**config.mk**
```make
export PLATFORM = sky130hd
export DESIGN_NAME = ascon128_aead_engine
export DESIGN_NICKNAME = d
export VERILOG_FILES = /design/src/rtl/asc128_pkg.sv /design/src/rtl/asc128_dp.sv /design/src/rtl/asc128_ctrl.sv /design/src/rtl/ascon128_aead_engine.sv
export SDC_FILE = /design/constraint.sdc
export NUM_CORES = 2
export LEC_CHECK = 0
export ABC_AREA = 1
export BUFFER_PORTS_ARGS = -buffer_cell sky130_fd_sc_hd__clkbuf_2
export CAP_MARGIN = 20
export CORE_MARGIN = 3
export CORE_UTILIZATION = 45
export DETAILED_ROUTE_END_ITERATION = 6
export PLACE_DENSITY = 0.72
export SETUP_SLACK_MARGIN = 0.02
export SLEW_MARGIN = 20
export SYNTH_ARGS = -nofsm -noshare
export SYNTH_HDL_FRONTEND = slang
export SYNTH_SLANG_ARGS = --single-unit
```
**constraint.sdc**
```tcl
create_clock -name clk -period 20.4 [get_ports clk]
set_clock_uncertainty 0.15 [all_clocks]
set_input_delay 4.08 -clock clk [delete_from_list [all_inputs] [get_ports clk]]
set_output_delay 4.08 -clock clk [all_outputs]
set_load 0.02 [all_outputs]
```
**src/rtl/asc128_pkg.sv**
```systemverilog
// Shared types, constants and permutation helpers for the ASCON-128 engine.
package asc128_pkg;

  localparam int unsigned WORD_W     = 64;
  localparam int unsigned LANE_COUNT = 5;
  localparam int unsigned CFG_INDEX_W = 3;

  localparam logic [WORD_W-1:0] ASCON_IV  = 64'h80400c0600000000;
  localparam logic [WORD_W-1:0] PAD_EMPTY = 64'h8000000000000000;

  localparam logic [3:0] FULL_BYTES = 4'd8;

  // round indexes: p12 starts at 0, p6 starts at 6, both end at 11
  localparam logic [3:0] ROUND_P12_FIRST = 4'd0;
  localparam logic [3:0] ROUND_P6_FIRST  = 4'd6;
  localparam logic [3:0] ROUND_LAST      = 4'd11;

  // input word kinds
  localparam logic [1:0] KIND_START   = 2'd0;
  localparam logic [1:0] KIND_AD      = 2'd1;
  localparam logic [1:0] KIND_PAYLOAD = 2'd2;
  localparam logic [1:0] KIND_TAG     = 2'd3;

  // output word kinds
  localparam logic [1:0] OUT_PAYLOAD = 2'd0;
  localparam logic [1:0] OUT_TAG     = 2'd1;
  localparam logic [1:0] OUT_VERDICT = 2'd2;

  // configuration register indexes
  localparam logic [CFG_INDEX_W-1:0] CFG_KEY_HIGH     = 3'd0;
  localparam logic [CFG_INDEX_W-1:0] CFG_KEY_LOW      = 3'd1;
  localparam logic [CFG_INDEX_W-1:0] CFG_NONCE_HIGH   = 3'd2;
  localparam logic [CFG_INDEX_W-1:0] CFG_NONCE_LOW    = 3'd3;
  localparam logic [CFG_INDEX_W-1:0] CFG_DECRYPT_MODE = 3'd4;

  typedef logic [LANE_COUNT-1:0][WORD_W-1:0] lanes_t;

  typedef struct packed {
    logic [1:0]        kind;
    logic [WORD_W-1:0] data;
    logic [3:0]        byte_count;
  } in_word_t;

  typedef struct packed {
    logic [WORD_W-1:0] out_data;
    logic [3:0]        out_bytes;
    logic [1:0]        out_kind;
    logic              tag_ok;
    logic              last;
  } out_word_t;

  typedef enum logic [3:0] {
    OP_NONE,
    OP_LOAD_INIT,
    OP_ROUND,
    OP_KEY_HEAD,
    OP_KEY_TAIL,
    OP_ABSORB,
    OP_PAD_EMPTY,
    OP_DOM_SEP,
    OP_PAYLOAD
  } lane_op_t;

  typedef enum logic [1:0] {
    EMIT_PAYLOAD,
    EMIT_TAG_HI,
    EMIT_TAG_LO,
    EMIT_VERDICT
  } emit_sel_t;

  typedef struct packed {
    logic       latch;
    lane_op_t   op;
    logic       dec;
    logic [3:0] rnd;
    logic       tag_idx;
    logic       emit;
    emit_sel_t  sel;
    logic       emit_last;
    logic       tag_ok;
  } dp_cmd_t;

  typedef struct packed {
    logic [1:0] kind;
    logic       full;
    logic       tag_match;
    logic       out_free;
    logic       decrypt_mode;
  } dp_status_t;

  function automatic logic [WORD_W-1:0] rotr(logic [WORD_W-1:0] x, int unsigned r);
    return (x >> r) | (x << (WORD_W - r));
  endfunction

  // one round of the permutation; constant is {15-i, i}
  function automatic lanes_t ascon_round(lanes_t s, logic [3:0] i);
    logic [WORD_W-1:0] x0, x1, x2, x3, x4;
    logic [WORD_W-1:0] t0, t1, t2, t3, t4;
    lanes_t r;
    x0 = s[0];
    x1 = s[1];
    x2 = s[2] ^ {56'd0, ~i, i};
    x3 = s[3];
    x4 = s[4];
    x0 = x0 ^ x4;
    x4 = x4 ^ x3;
    x2 = x2 ^ x1;
    t0 = x0 ^ (~x1 & x2);
    t1 = x1 ^ (~x2 & x3);
    t2 = x2 ^ (~x3 & x4);
    t3 = x3 ^ (~x4 & x0);
    t4 = x4 ^ (~x0 & x1);
    t1 = t1 ^ t0;
    t0 = t0 ^ t4;
    t3 = t3 ^ t2;
    t2 = ~t2;
    r[0] = t0 ^ rotr(t0, 19) ^ rotr(t0, 28);
    r[1] = t1 ^ rotr(t1, 61) ^ rotr(t1, 39);
    r[2] = t2 ^ rotr(t2, 1) ^ rotr(t2, 6);
    r[3] = t3 ^ rotr(t3, 10) ^ rotr(t3, 17);
    r[4] = t4 ^ rotr(t4, 7) ^ rotr(t4, 41);
    return r;
  endfunction

  // leading n bytes set, n in 0..8
  function automatic logic [WORD_W-1:0] byte_mask(logic [3:0] n);
    logic [WORD_W-1:0] m;
    for (int k = 0; k < 8; k++) begin
      m[WORD_W-1-8*k -: 8] = (4'(k) < n) ? 8'hff : 8'h00;
    end
    return m;
  endfunction

  // padding byte 0x80 right after n data bytes, n in 0..7
  function automatic logic [WORD_W-1:0] pad_bits(logic [2:0] n);
    return 64'h80 << (6'd56 - {n, 3'b000});
  endfunction

endpackage

```
**src/rtl/asc128_dp.sv**
```systemverilog
// Datapath: config registers, item register, state lanes, round unit, output register.
module asc128_dp
  import asc128_pkg::*;
(
  input  logic                   clk,
  input  logic                   rst,
  input  in_word_t               in_word,
  input  logic                   cfg_write,
  input  logic [CFG_INDEX_W-1:0] cfg_index,
  input  logic [WORD_W-1:0]      cfg_data,
  input  dp_cmd_t                cmd,
  output dp_status_t             sts,
  input  logic                   out_stall,
  output logic                   out_valid,
  output out_word_t              out_word
);

  logic [WORD_W-1:0] key_high, key_low, nonce_high, nonce_low;
  logic              decrypt_mode;

  logic [1:0]        item_kind;
  logic [WORD_W-1:0] item_data;
  logic [3:0]        item_n;

  lanes_t            lanes;
  lanes_t            lanes_next;
  out_word_t         word_next;

  logic [WORD_W-1:0] mask;
  logic [WORD_W-1:0] din;
  logic [WORD_W-1:0] pad;
  logic              full;

  assign full = (item_n == FULL_BYTES);
  assign mask = byte_mask(item_n);
  assign din  = item_data & mask;
  assign pad  = full ? '0 : pad_bits(item_n[2:0]);

  assign sts.kind         = item_kind;
  assign sts.full         = full;
  assign sts.tag_match    = (item_data == (cmd.tag_idx ? lanes[4] : lanes[3]));
  assign sts.out_free     = !out_valid || !out_stall;
  assign sts.decrypt_mode = decrypt_mode;

  always_ff @(posedge clk) begin
    if (rst) begin
      key_high     <= '0;
      key_low      <= '0;
      nonce_high   <= '0;
      nonce_low    <= '0;
      decrypt_mode <= 1'b0;
    end else if (cfg_write) begin
      case (cfg_index)
        CFG_KEY_HIGH:     key_high     <= cfg_data;
        CFG_KEY_LOW:      key_low      <= cfg_data;
        CFG_NONCE_HIGH:   nonce_high   <= cfg_data;
        CFG_NONCE_LOW:    nonce_low    <= cfg_data;
        CFG_DECRYPT_MODE: decrypt_mode <= cfg_data[0];
        default: ;
      endcase
    end
  end

  // clamp oversized byte counts to a full block
  always_ff @(posedge clk) begin
    if (cmd.latch) begin
      item_kind <= in_word.kind;
      item_data <= in_word.data;
      item_n    <= (in_word.byte_count > FULL_BYTES) ? FULL_BYTES : in_word.byte_count;
    end
  end

  always_comb begin
    lanes_next = lanes;
    case (cmd.op)
      OP_LOAD_INIT: begin
        lanes_next[0] = ASCON_IV;
        lanes_next[1] = key_high;
        lanes_next[2] = key_low;
        lanes_next[3] = nonce_high;
        lanes_next[4] = nonce_low;
      end
      OP_ROUND:     lanes_next = ascon_round(lanes, cmd.rnd);
      OP_KEY_HEAD: begin
        lanes_next[1] = lanes[1] ^ key_high;
        lanes_next[2] = lanes[2] ^ key_low;
      end
      OP_KEY_TAIL: begin
        lanes_next[3] = lanes[3] ^ key_high;
        lanes_next[4] = lanes[4] ^ key_low;
      end
      OP_ABSORB:    lanes_next[0] = lanes[0] ^ din ^ pad;
      OP_PAD_EMPTY: lanes_next[0] = lanes[0] ^ PAD_EMPTY;
      OP_DOM_SEP:   lanes_next[4] = lanes[4] ^ 64'd1;
      OP_PAYLOAD: begin
        if (cmd.dec) begin
          lanes_next[0] = ((lanes[0] & ~mask) | din) ^ pad;
        end else begin
          lanes_next[0] = lanes[0] ^ din ^ pad;
        end
      end
      default: ;
    endcase
  end

  always_ff @(posedge clk) begin
    lanes <= lanes_next;
  end

  always_comb begin
    word_next.tag_ok = 1'b0;
    word_next.last   = cmd.emit_last;
    case (cmd.sel)
      EMIT_PAYLOAD: begin
        word_next.out_data  = (lanes[0] ^ din) & mask;
        word_next.out_bytes = item_n;
        word_next.out_kind  = OUT_PAYLOAD;
      end
      EMIT_TAG_HI: begin
        word_next.out_data  = lanes[3];
        word_next.out_bytes = FULL_BYTES;
        word_next.out_kind  = OUT_TAG;
      end
      EMIT_TAG_LO: begin
        word_next.out_data  = lanes[4];
        word_next.out_bytes = FULL_BYTES;
        word_next.out_kind  = OUT_TAG;
      end
      default: begin
        word_next.out_data  = '0;
        word_next.out_bytes = 4'd0;
        word_next.out_kind  = OUT_VERDICT;
        word_next.tag_ok    = cmd.tag_ok;
      end
    endcase
  end

  // output register: load on emit, drop once taken
  always_ff @(posedge clk) begin
    if (rst) begin
      out_valid <= 1'b0;
    end else if (cmd.emit) begin
      out_valid <= 1'b1;
    end else if (!out_stall) begin
      out_valid <= 1'b0;
    end
  end

  always_ff @(posedge clk) begin
    if (cmd.emit) begin
      out_word <= word_next;
    end
  end

endmodule

```
**src/rtl/asc128_ctrl.sv**
```systemverilog
// Controller: message phase tracking and the per-word command sequencer.
module asc128_ctrl
  import asc128_pkg::*;
(
  input  logic       clk,
  input  logic       rst,
  input  logic       in_valid,
  output logic       in_stall,
  input  dp_status_t sts,
  output dp_cmd_t    cmd
);

  typedef enum logic [11:0] {
    ST_IDLE     = 12'b000000000001,
    ST_DISPATCH = 12'b000000000010,
    ST_ROUND    = 12'b000000000100,
    ST_INIT_KEY = 12'b000000001000,
    ST_AD_DONE  = 12'b000000010000,
    ST_DOM_SEP  = 12'b000000100000,
    ST_PAYLOAD  = 12'b000001000000,
    ST_KEY_HEAD = 12'b000010000000,
    ST_FIN_KEY  = 12'b000100000000,
    ST_TAG_HI   = 12'b001000000000,
    ST_TAG_LO   = 12'b010000000000,
    ST_VERDICT  = 12'b100000000000
  } state_t;

  typedef enum logic [3:0] {
    PH_IDLE = 4'b0001,
    PH_AD   = 4'b0010,
    PH_PAY  = 4'b0100,
    PH_TAG  = 4'b1000
  } phase_t;

  state_t     state, state_next;
  state_t     ret, ret_next;
  logic [3:0] rnd, rnd_next;
  phase_t     phase, phase_next;
  logic       dec, dec_next;
  logic       ad_seen, ad_seen_next;
  logic       tag_idx, tag_idx_next;
  logic       mismatch, mismatch_next;
  logic       accept;

  assign in_stall = (state != ST_IDLE);
  assign accept   = in_valid && !in_stall;

  always_comb begin
    cmd           = '0;
    cmd.op        = OP_NONE;
    cmd.sel       = EMIT_PAYLOAD;
    cmd.tag_idx   = tag_idx;
    state_next    = state;
    ret_next      = ret;
    rnd_next      = rnd;
    phase_next    = phase;
    dec_next      = dec;
    ad_seen_next  = ad_seen;
    tag_idx_next  = tag_idx;
    mismatch_next = mismatch;
    case (state)
      ST_IDLE: begin
        if (accept) begin
          cmd.latch  = 1'b1;
          state_next = ST_DISPATCH;
        end
      end
      ST_DISPATCH: begin
        state_next = ST_IDLE;
        case (sts.kind)
          KIND_START: begin
            cmd.op     = OP_LOAD_INIT;
            rnd_next   = ROUND_P12_FIRST;
            ret_next   = ST_INIT_KEY;
            state_next = ST_ROUND;
          end
          KIND_AD: begin
            if (phase == PH_AD) begin
              cmd.op     = OP_ABSORB;
              rnd_next   = ROUND_P6_FIRST;
              ret_next   = ST_AD_DONE;
              state_next = ST_ROUND;
            end
          end
          KIND_PAYLOAD: begin
            if (phase == PH_AD) begin
              // close out associated data before the first payload word
              if (ad_seen) begin
                cmd.op     = OP_PAD_EMPTY;
                rnd_next   = ROUND_P6_FIRST;
                ret_next   = ST_DOM_SEP;
                state_next = ST_ROUND;
              end else begin
                state_next = ST_DOM_SEP;
              end
            end else if (phase == PH_PAY) begin
              state_next = ST_PAYLOAD;
            end
          end
          default: begin
            if (phase == PH_TAG) begin
              mismatch_next = mismatch || !sts.tag_match;
              if (!tag_idx) begin
                tag_idx_next = 1'b1;
              end else begin
                state_next = ST_VERDICT;
              end
            end
          end
        endcase
      end
      ST_ROUND: begin
        cmd.op  = OP_ROUND;
        cmd.rnd = rnd;
        if (rnd == ROUND_LAST) begin
          state_next = ret;
        end else begin
          rnd_next = rnd + 4'd1;
        end
      end
      ST_INIT_KEY: begin
        cmd.op        = OP_KEY_TAIL;
        phase_next    = PH_AD;
        dec_next      = sts.decrypt_mode;
        ad_seen_next  = 1'b0;
        tag_idx_next  = 1'b0;
        mismatch_next = 1'b0;
        state_next    = ST_IDLE;
      end
      ST_AD_DONE: begin
        if (!sts.full) begin
          cmd.op       = OP_DOM_SEP;
          phase_next   = PH_PAY;
          ad_seen_next = 1'b0;
        end else begin
          ad_seen_next = 1'b1;
        end
        state_next = ST_IDLE;
      end
      ST_DOM_SEP: begin
        cmd.op       = OP_DOM_SEP;
        phase_next   = PH_PAY;
        ad_seen_next = 1'b0;
        state_next   = ST_PAYLOAD;
      end
      ST_PAYLOAD: begin
        if (sts.out_free) begin
          cmd.op        = OP_PAYLOAD;
          cmd.dec       = dec;
          cmd.emit      = 1'b1;
          cmd.sel       = EMIT_PAYLOAD;
          cmd.emit_last = sts.full || dec;
          if (sts.full) begin
            rnd_next   = ROUND_P6_FIRST;
            ret_next   = ST_IDLE;
            state_next = ST_ROUND;
          end else begin
            state_next = ST_KEY_HEAD;
          end
        end
      end
      ST_KEY_HEAD: begin
        cmd.op     = OP_KEY_HEAD;
        rnd_next   = ROUND_P12_FIRST;
        ret_next   = ST_FIN_KEY;
        state_next = ST_ROUND;
      end
      ST_FIN_KEY: begin
        cmd.op = OP_KEY_TAIL;
        if (dec) begin
          phase_next    = PH_TAG;
          tag_idx_next  = 1'b0;
          mismatch_next = 1'b0;
          state_next    = ST_IDLE;
        end else begin
          phase_next = PH_IDLE;
          state_next = ST_TAG_HI;
        end
      end
      ST_TAG_HI: begin
        if (sts.out_free) begin
          cmd.emit   = 1'b1;
          cmd.sel    = EMIT_TAG_HI;
          state_next = ST_TAG_LO;
        end
      end
      ST_TAG_LO: begin
        if (sts.out_free) begin
          cmd.emit      = 1'b1;
          cmd.sel       = EMIT_TAG_LO;
          cmd.emit_last = 1'b1;
          state_next    = ST_IDLE;
        end
      end
      ST_VERDICT: begin
        if (sts.out_free) begin
          cmd.emit      = 1'b1;
          cmd.sel       = EMIT_VERDICT;
          cmd.emit_last = 1'b1;
          cmd.tag_ok    = !mismatch;
          tag_idx_next  = 1'b0;
          phase_next    = PH_IDLE;
          state_next    = ST_IDLE;
        end
      end
      default: state_next = ST_IDLE;
    endcase
  end

  always_ff @(posedge clk) begin
    if (rst) begin
      state    <= ST_IDLE;
      ret      <= ST_IDLE;
      rnd      <= ROUND_P12_FIRST;
      phase    <= PH_IDLE;
      dec      <= 1'b0;
      ad_seen  <= 1'b0;
      tag_idx  <= 1'b0;
      mismatch <= 1'b0;
    end else begin
      state    <= state_next;
      ret      <= ret_next;
      rnd      <= rnd_next;
      phase    <= phase_next;
      dec      <= dec_next;
      ad_seen  <= ad_seen_next;
      tag_idx  <= tag_idx_next;
      mismatch <= mismatch_next;
    end
  end

  a_emit_needs_room: assert property (@(posedge clk) disable iff (rst)
    cmd.emit |-> sts.out_free)
    else $error("emit issued while output register is occupied and stalled");

  a_round_return: assert property (@(posedge clk) disable iff (rst)
    (state == ST_ROUND && rnd == ROUND_LAST) |=> state == $past(ret))
    else $error("permutation did not return to its caller state");

  a_tag_wait_is_decrypt: assert property (@(posedge clk) disable iff (rst)
    phase == PH_TAG |-> dec)
    else $error("tag wait entered in encrypt mode");

  a_accept_dispatch: assert property (@(posedge clk) disable iff (rst)
    accept |=> state == ST_DISPATCH)
    else $error("accepted word not dispatched");

endmodule

```
**src/rtl/ascon128_aead_engine.sv**
```systemverilog
// Top level of the ASCON-128 authenticated encryption engine.
// Input channel (in_valid / in_stall / in_word): one 64-bit word per accept.
//   kind start loads IV, key and nonce and runs p12; kind associated data
//   absorbs a block; kind payload encrypts or decrypts a block; kind tag
//   carries an expected tag word in decrypt mode. A byte_count below 8 marks
//   the final padded block; counts above 8 count as 8.
// Output channel (out_valid / out_stall / out_word): ciphertext or plaintext
//   blocks, the two tag words after an encrypt final block, and the pass/fail
//   verdict after the second expected tag word; last marks each word's final result.
// Configuration: cfg_write with cfg_index selects key_high, key_low,
//   nonce_high, nonce_low, decrypt_mode; write only while the engine is idle.
//   decrypt_mode is sampled by the start word.
// Timing: one permutation round per cycle sets the pace; a new word is accepted only
//   once the sequencer has finished the rounds and emits of the previous one.
// A result sits in an output register, so the next input word is accepted
//   while it waits; a stalled receiver only holds the sequencer when it has
//   another result to hand over. in_stall is high whenever a word is in work.
//   Reset (rst, synchronous) clears keys, nonce, mode, phase and out_valid.
module ascon128_aead_engine
  import asc128_pkg::*;
(
  input  logic                   clk,
  input  logic                   rst,
  input  logic                   in_valid,
  output logic                   in_stall,
  input  in_word_t               in_word,
  output logic                   out_valid,
  input  logic                   out_stall,
  output out_word_t              out_word,
  input  logic                   cfg_write,
  input  logic [CFG_INDEX_W-1:0] cfg_index,
  input  logic [WORD_W-1:0]      cfg_data
);

  dp_cmd_t    cmd;
  dp_status_t sts;

  // sequencer: decides per word which lane operations, rounds and emits run
  asc128_ctrl u_ctrl (
    .clk      (clk),
    .rst      (rst),
    .in_valid (in_valid),
    .in_stall (in_stall),
    .sts      (sts),
    .cmd      (cmd)
  );

  // state lanes, round unit, config and output registers
  asc128_dp u_dp (
    .clk       (clk),
    .rst       (rst),
    .in_word   (in_word),
    .cfg_write (cfg_write),
    .cfg_index (cfg_index),
    .cfg_data  (cfg_data),
    .cmd       (cmd),
    .sts       (sts),
    .out_stall (out_stall),
    .out_valid (out_valid),
    .out_word  (out_word)
  );

endmodule

```
==> flow_summary_export.csv <==
group,metric,value,unit
floorplanning,io_pins,216,
timing,clock.fmax,0.142,GHz
logic_synthesis,yosys_most_used_dff,"edfxtp_1",
cts,cts_hold_buffers,0,
cts,postCtsSetupRepairBufs,0,
cts,insertion_delay,740,ps
placed_design,portBuffers,215,
floorplanning,rows,125,
timing,hold_slack,294,ps
timing,max-slew-margin-rel,7.45,%
setup_path,cp-end-kind,"flip-flop",
global_route,grt_usage,46.4,%
power,powerDensity,79.6,nW/um^2
drt,wl_per_cell,32.6,um
setup_path,crit_path_max_fanout,106,
cts,root_buffer,"clkbuf_16",
setup_path,critPathSlowestCell,"buf_4",
power,seqPwrFrac,38.3,%
layout,fillCellCount,11536,
cts,tritoncts,"built",
drt,wl,292000,um
global_route,grt_overflow,0,
global_route,grt_pass1_wl,388000,um
timing,fin_crit_sh,34.6,%
logic_synthesis,synth_cells,7147,
logic_synthesis,async_reset_ff_share,0,%
floorplanning,coreArea,117000,um^2
timing,setup_tns,0,ps
timing,slew_violations,0,
layout,synthToLayoutAreaGrowth,12.3,%
layout,fin_cells,8966,
timing,period_needed,7060,ps
status,outcome,"complete, but fails checks",
power,combPwrFrac,23.5,%
timing,final_hold_viol_count,0,
floorplanning,start_util,45.6,%
global_route,antenna_found_initial,20,
setup_path,cp_common_cell,"buf_4",
power,power.share.clock,38.1,%
setup_path,crit_arrival,7550,ps
drt,via_per_inst,5.98,
logic_synthesis,syn_nets,7426,
setup_path,cp-start-kind,"input port",
global_route,grt_pass1_vias,47167,
placed_design,hpwl,226000,um
drt,vias,53657,
logic_synthesis,synth_commonest_cells,"1788 x nand2_1, 811 x inv_1, 616 x nand3_1",
logic_synthesis,synth-edff-count,462,
cts,clk_path_buf_depth,3,
drt,drtPass1Iterations,7,
floorplanning,die_w,350,um
layout,finalNetCount,7631,
timing,rsz0062_at_grt,"no",
power,power_leakage,26.0,nW
setup_path,cp.required,20890,ps
logic_synthesis,ys_types,55,
status,violations,"DRC",
logic_synthesis,synth-seq-cells,749,
drt,drc_errors,32,
setup_path,slowest_delay,1030,ps
power,switchingPower,1.68,mW
global_route,grt_max_degree,161,
hold_path,hold_path_class,"flip-flop to flip-flop",
run,maxCapViolCount,0,
cts,clk_pin_slew,60,ps
logic_synthesis,synth_area_leaders,"edfxtp_1 26%, nand2_1 13%, dfxtp_1 11%, xor2_1 7.8%, xnor2_1 7.4%",
floorplanning,die-area,122000,um^2
floorplanning,die_height,350,um
placed_design,gp_congestion,1.10,
setup_path,path_class,"input port to flip-flop",
layout,drive_gt1_share,10.4,%
placed_design,place_inst,8781,
drt,initialDrtViolationCount,8802,
power,swShare,35.3,%
power,ir_drop,0.0000677,V
cts,cts_num_sinks,749,
cts,numCtsBuffers,93,
power,p_total,4.76,mW
layout,post-route-util,51.2,%
timing,worst_slew_pin_slew,1370,ps
drt,ant_nets,0,
logic_synthesis,synth_top_area_cell,"edfxtp_1",
logic_synthesis,syn_area_per_cell,7.45,um^2
cts,cts-htree-levels,3,
setup_path,crit_chain,"clkbuf_2 -> inv_6 -> buf_4 -> buf_4 -> o21ai_0 -> a21oi_1",
logic_synthesis,synth_warnings,0,
logic_synthesis,synth.most_common_cell,"nand2_1",
power,p_int,3.08,mW
cts,postCtsResizedCells,0,
timing,setup_viol,0,
logic_synthesis,post-synth-top-area-fraction,26.1,%
logic_synthesis,ys_seq_area_share,36.9,%
logic_synthesis,syn-cell-area,53200,um^2
cells in the final DEF (no fill, tap or decap), types with 11 or more instances in the layout:
cell,count
xnor2_1,439
clkbuf_1,14
o21ai_0,598
nand4_1,33
nand3_1,615
nand3b_1,11
clkbuf_16,102
or2_2,166
inv_1,805
edfxtp_1,462
clkbuf_8,13
xnor2_2,12
ha_1,134
clkbuf_2,215
inv_2,16
a31oi_1,64
xor2_1,474
nor2_1,490
nand2_1,1783
xor2_2,11
o211ai_1,49
a21oi_1,208
o22ai_1,53
a32oi_1,18
dfxtp_1,286
or2_0,11
buf_4,129
clkinv_2,18
o221ai_1,48
nor3_1,16
through the flow:
step	area, um^2	setup WS (ps)
3_5_place_dp	56500	12910
5_1_grt	59800	13340
4_1_cts	59700	13680
3_3_place_gp	56500	12990
6_report	59800	13340
2_1_floorplan	53200	5450
logic make-up (layout without fill, tap and decap cells):
group	count (synthesis)	in the layout	share of synthesized area, %
and+or+nand+nor	3181	3181	25.4
AOI/OAI and AO/OA	1076	1076	11.3
buffers and inverters	1067	1352	7.75
xor gates and xnor gates	937	937	15.5
DFF	749	749	36.9
adders and majority gates	137	137	3.22
other	0	10	0
flip-flops by register name, indices dropped and copies added, names as in the netlist:
signal             cells
u_ctrl.ad_seen         1
u_ctrl.dec             1
u_ctrl.mismatch        1
u_ctrl.phase           4
u_ctrl.ret             5
u_ctrl.rnd             4
u_ctrl.state          12
u_ctrl.tag_idx         1
u_dp.decrypt_mode      1
u_dp.item_data        64
u_dp.item_kind         2
u_dp.item_n            4
u_dp.key_high         64
u_dp.key_low          64
u_dp.lanes           320
u_dp.nonce_high       64
u_dp.nonce_low        64
u_dp.out_valid         1
u_dp.out_word         72
worst paths after layout:
check | from | to | slack (ps) | cells after the start
worst max-delay path | rst | u_dp.key_high[30]$_SDFFE_PP0P_ | 13340 | 6
worst min register to register | u_dp.nonce_low[41]$_SDFFE_PP0P_ | u_dp.nonce_low[41]$_SDFFE_PP0P_ | 290 | 2
worst max register to register | u_ctrl.state[4]$_SDFFE_PP0P_ | u_dp.lanes[223]$_DFFE_PP_ | 15180 | 9
worst min-delay path | u_dp.nonce_low[41]$_SDFFE_PP0P_ | u_dp.nonce_low[41]$_SDFFE_PP0P_ | 290 | 2
critical path, delay by kind of cell:
| kind | cells | cell delay, ps |
|---|---|---|
| compound gates | 2 | 440 |
| buf+inv | 4 | 2560 |
layer usage:
layer / vias to the layer above / global-route usage (%) / wire length [um]
met3: 614 / 20.6 / 47000
met4: 8 / 28.0 / 20900
met1: 25430 / 61.2 / 113000
met2: 3863 / 61.5 / 111000
met5: - / 0 / 61
li1: 23742 / - / -
power by group through the flow:
stage	Sequential (mW)	Clock, mW	Combinational (mW)
global route	1.83	1.87	1.18
detailed placement	1.85	0	1.07
floorplan	1.81	0	0.645
global placement	1.85	0	1.06
CTS	1.82	1.81	1.08
finish	1.82	1.82	1.12
final cells by class:
class	count	area (um^2)	share of cell area, %
timing repair buffer	347	2100	3.52
sequential	749	19600	32.8
clock inverter	46	472	0.789
clock buffer	129	2780	4.66
inverter	830	3140	5.25
tap	1524	1910	3.19
multi-input combinational	5331	29700	49.7
antenna	10	25.0	0.0418
Power figures use the tool's default switching activity.
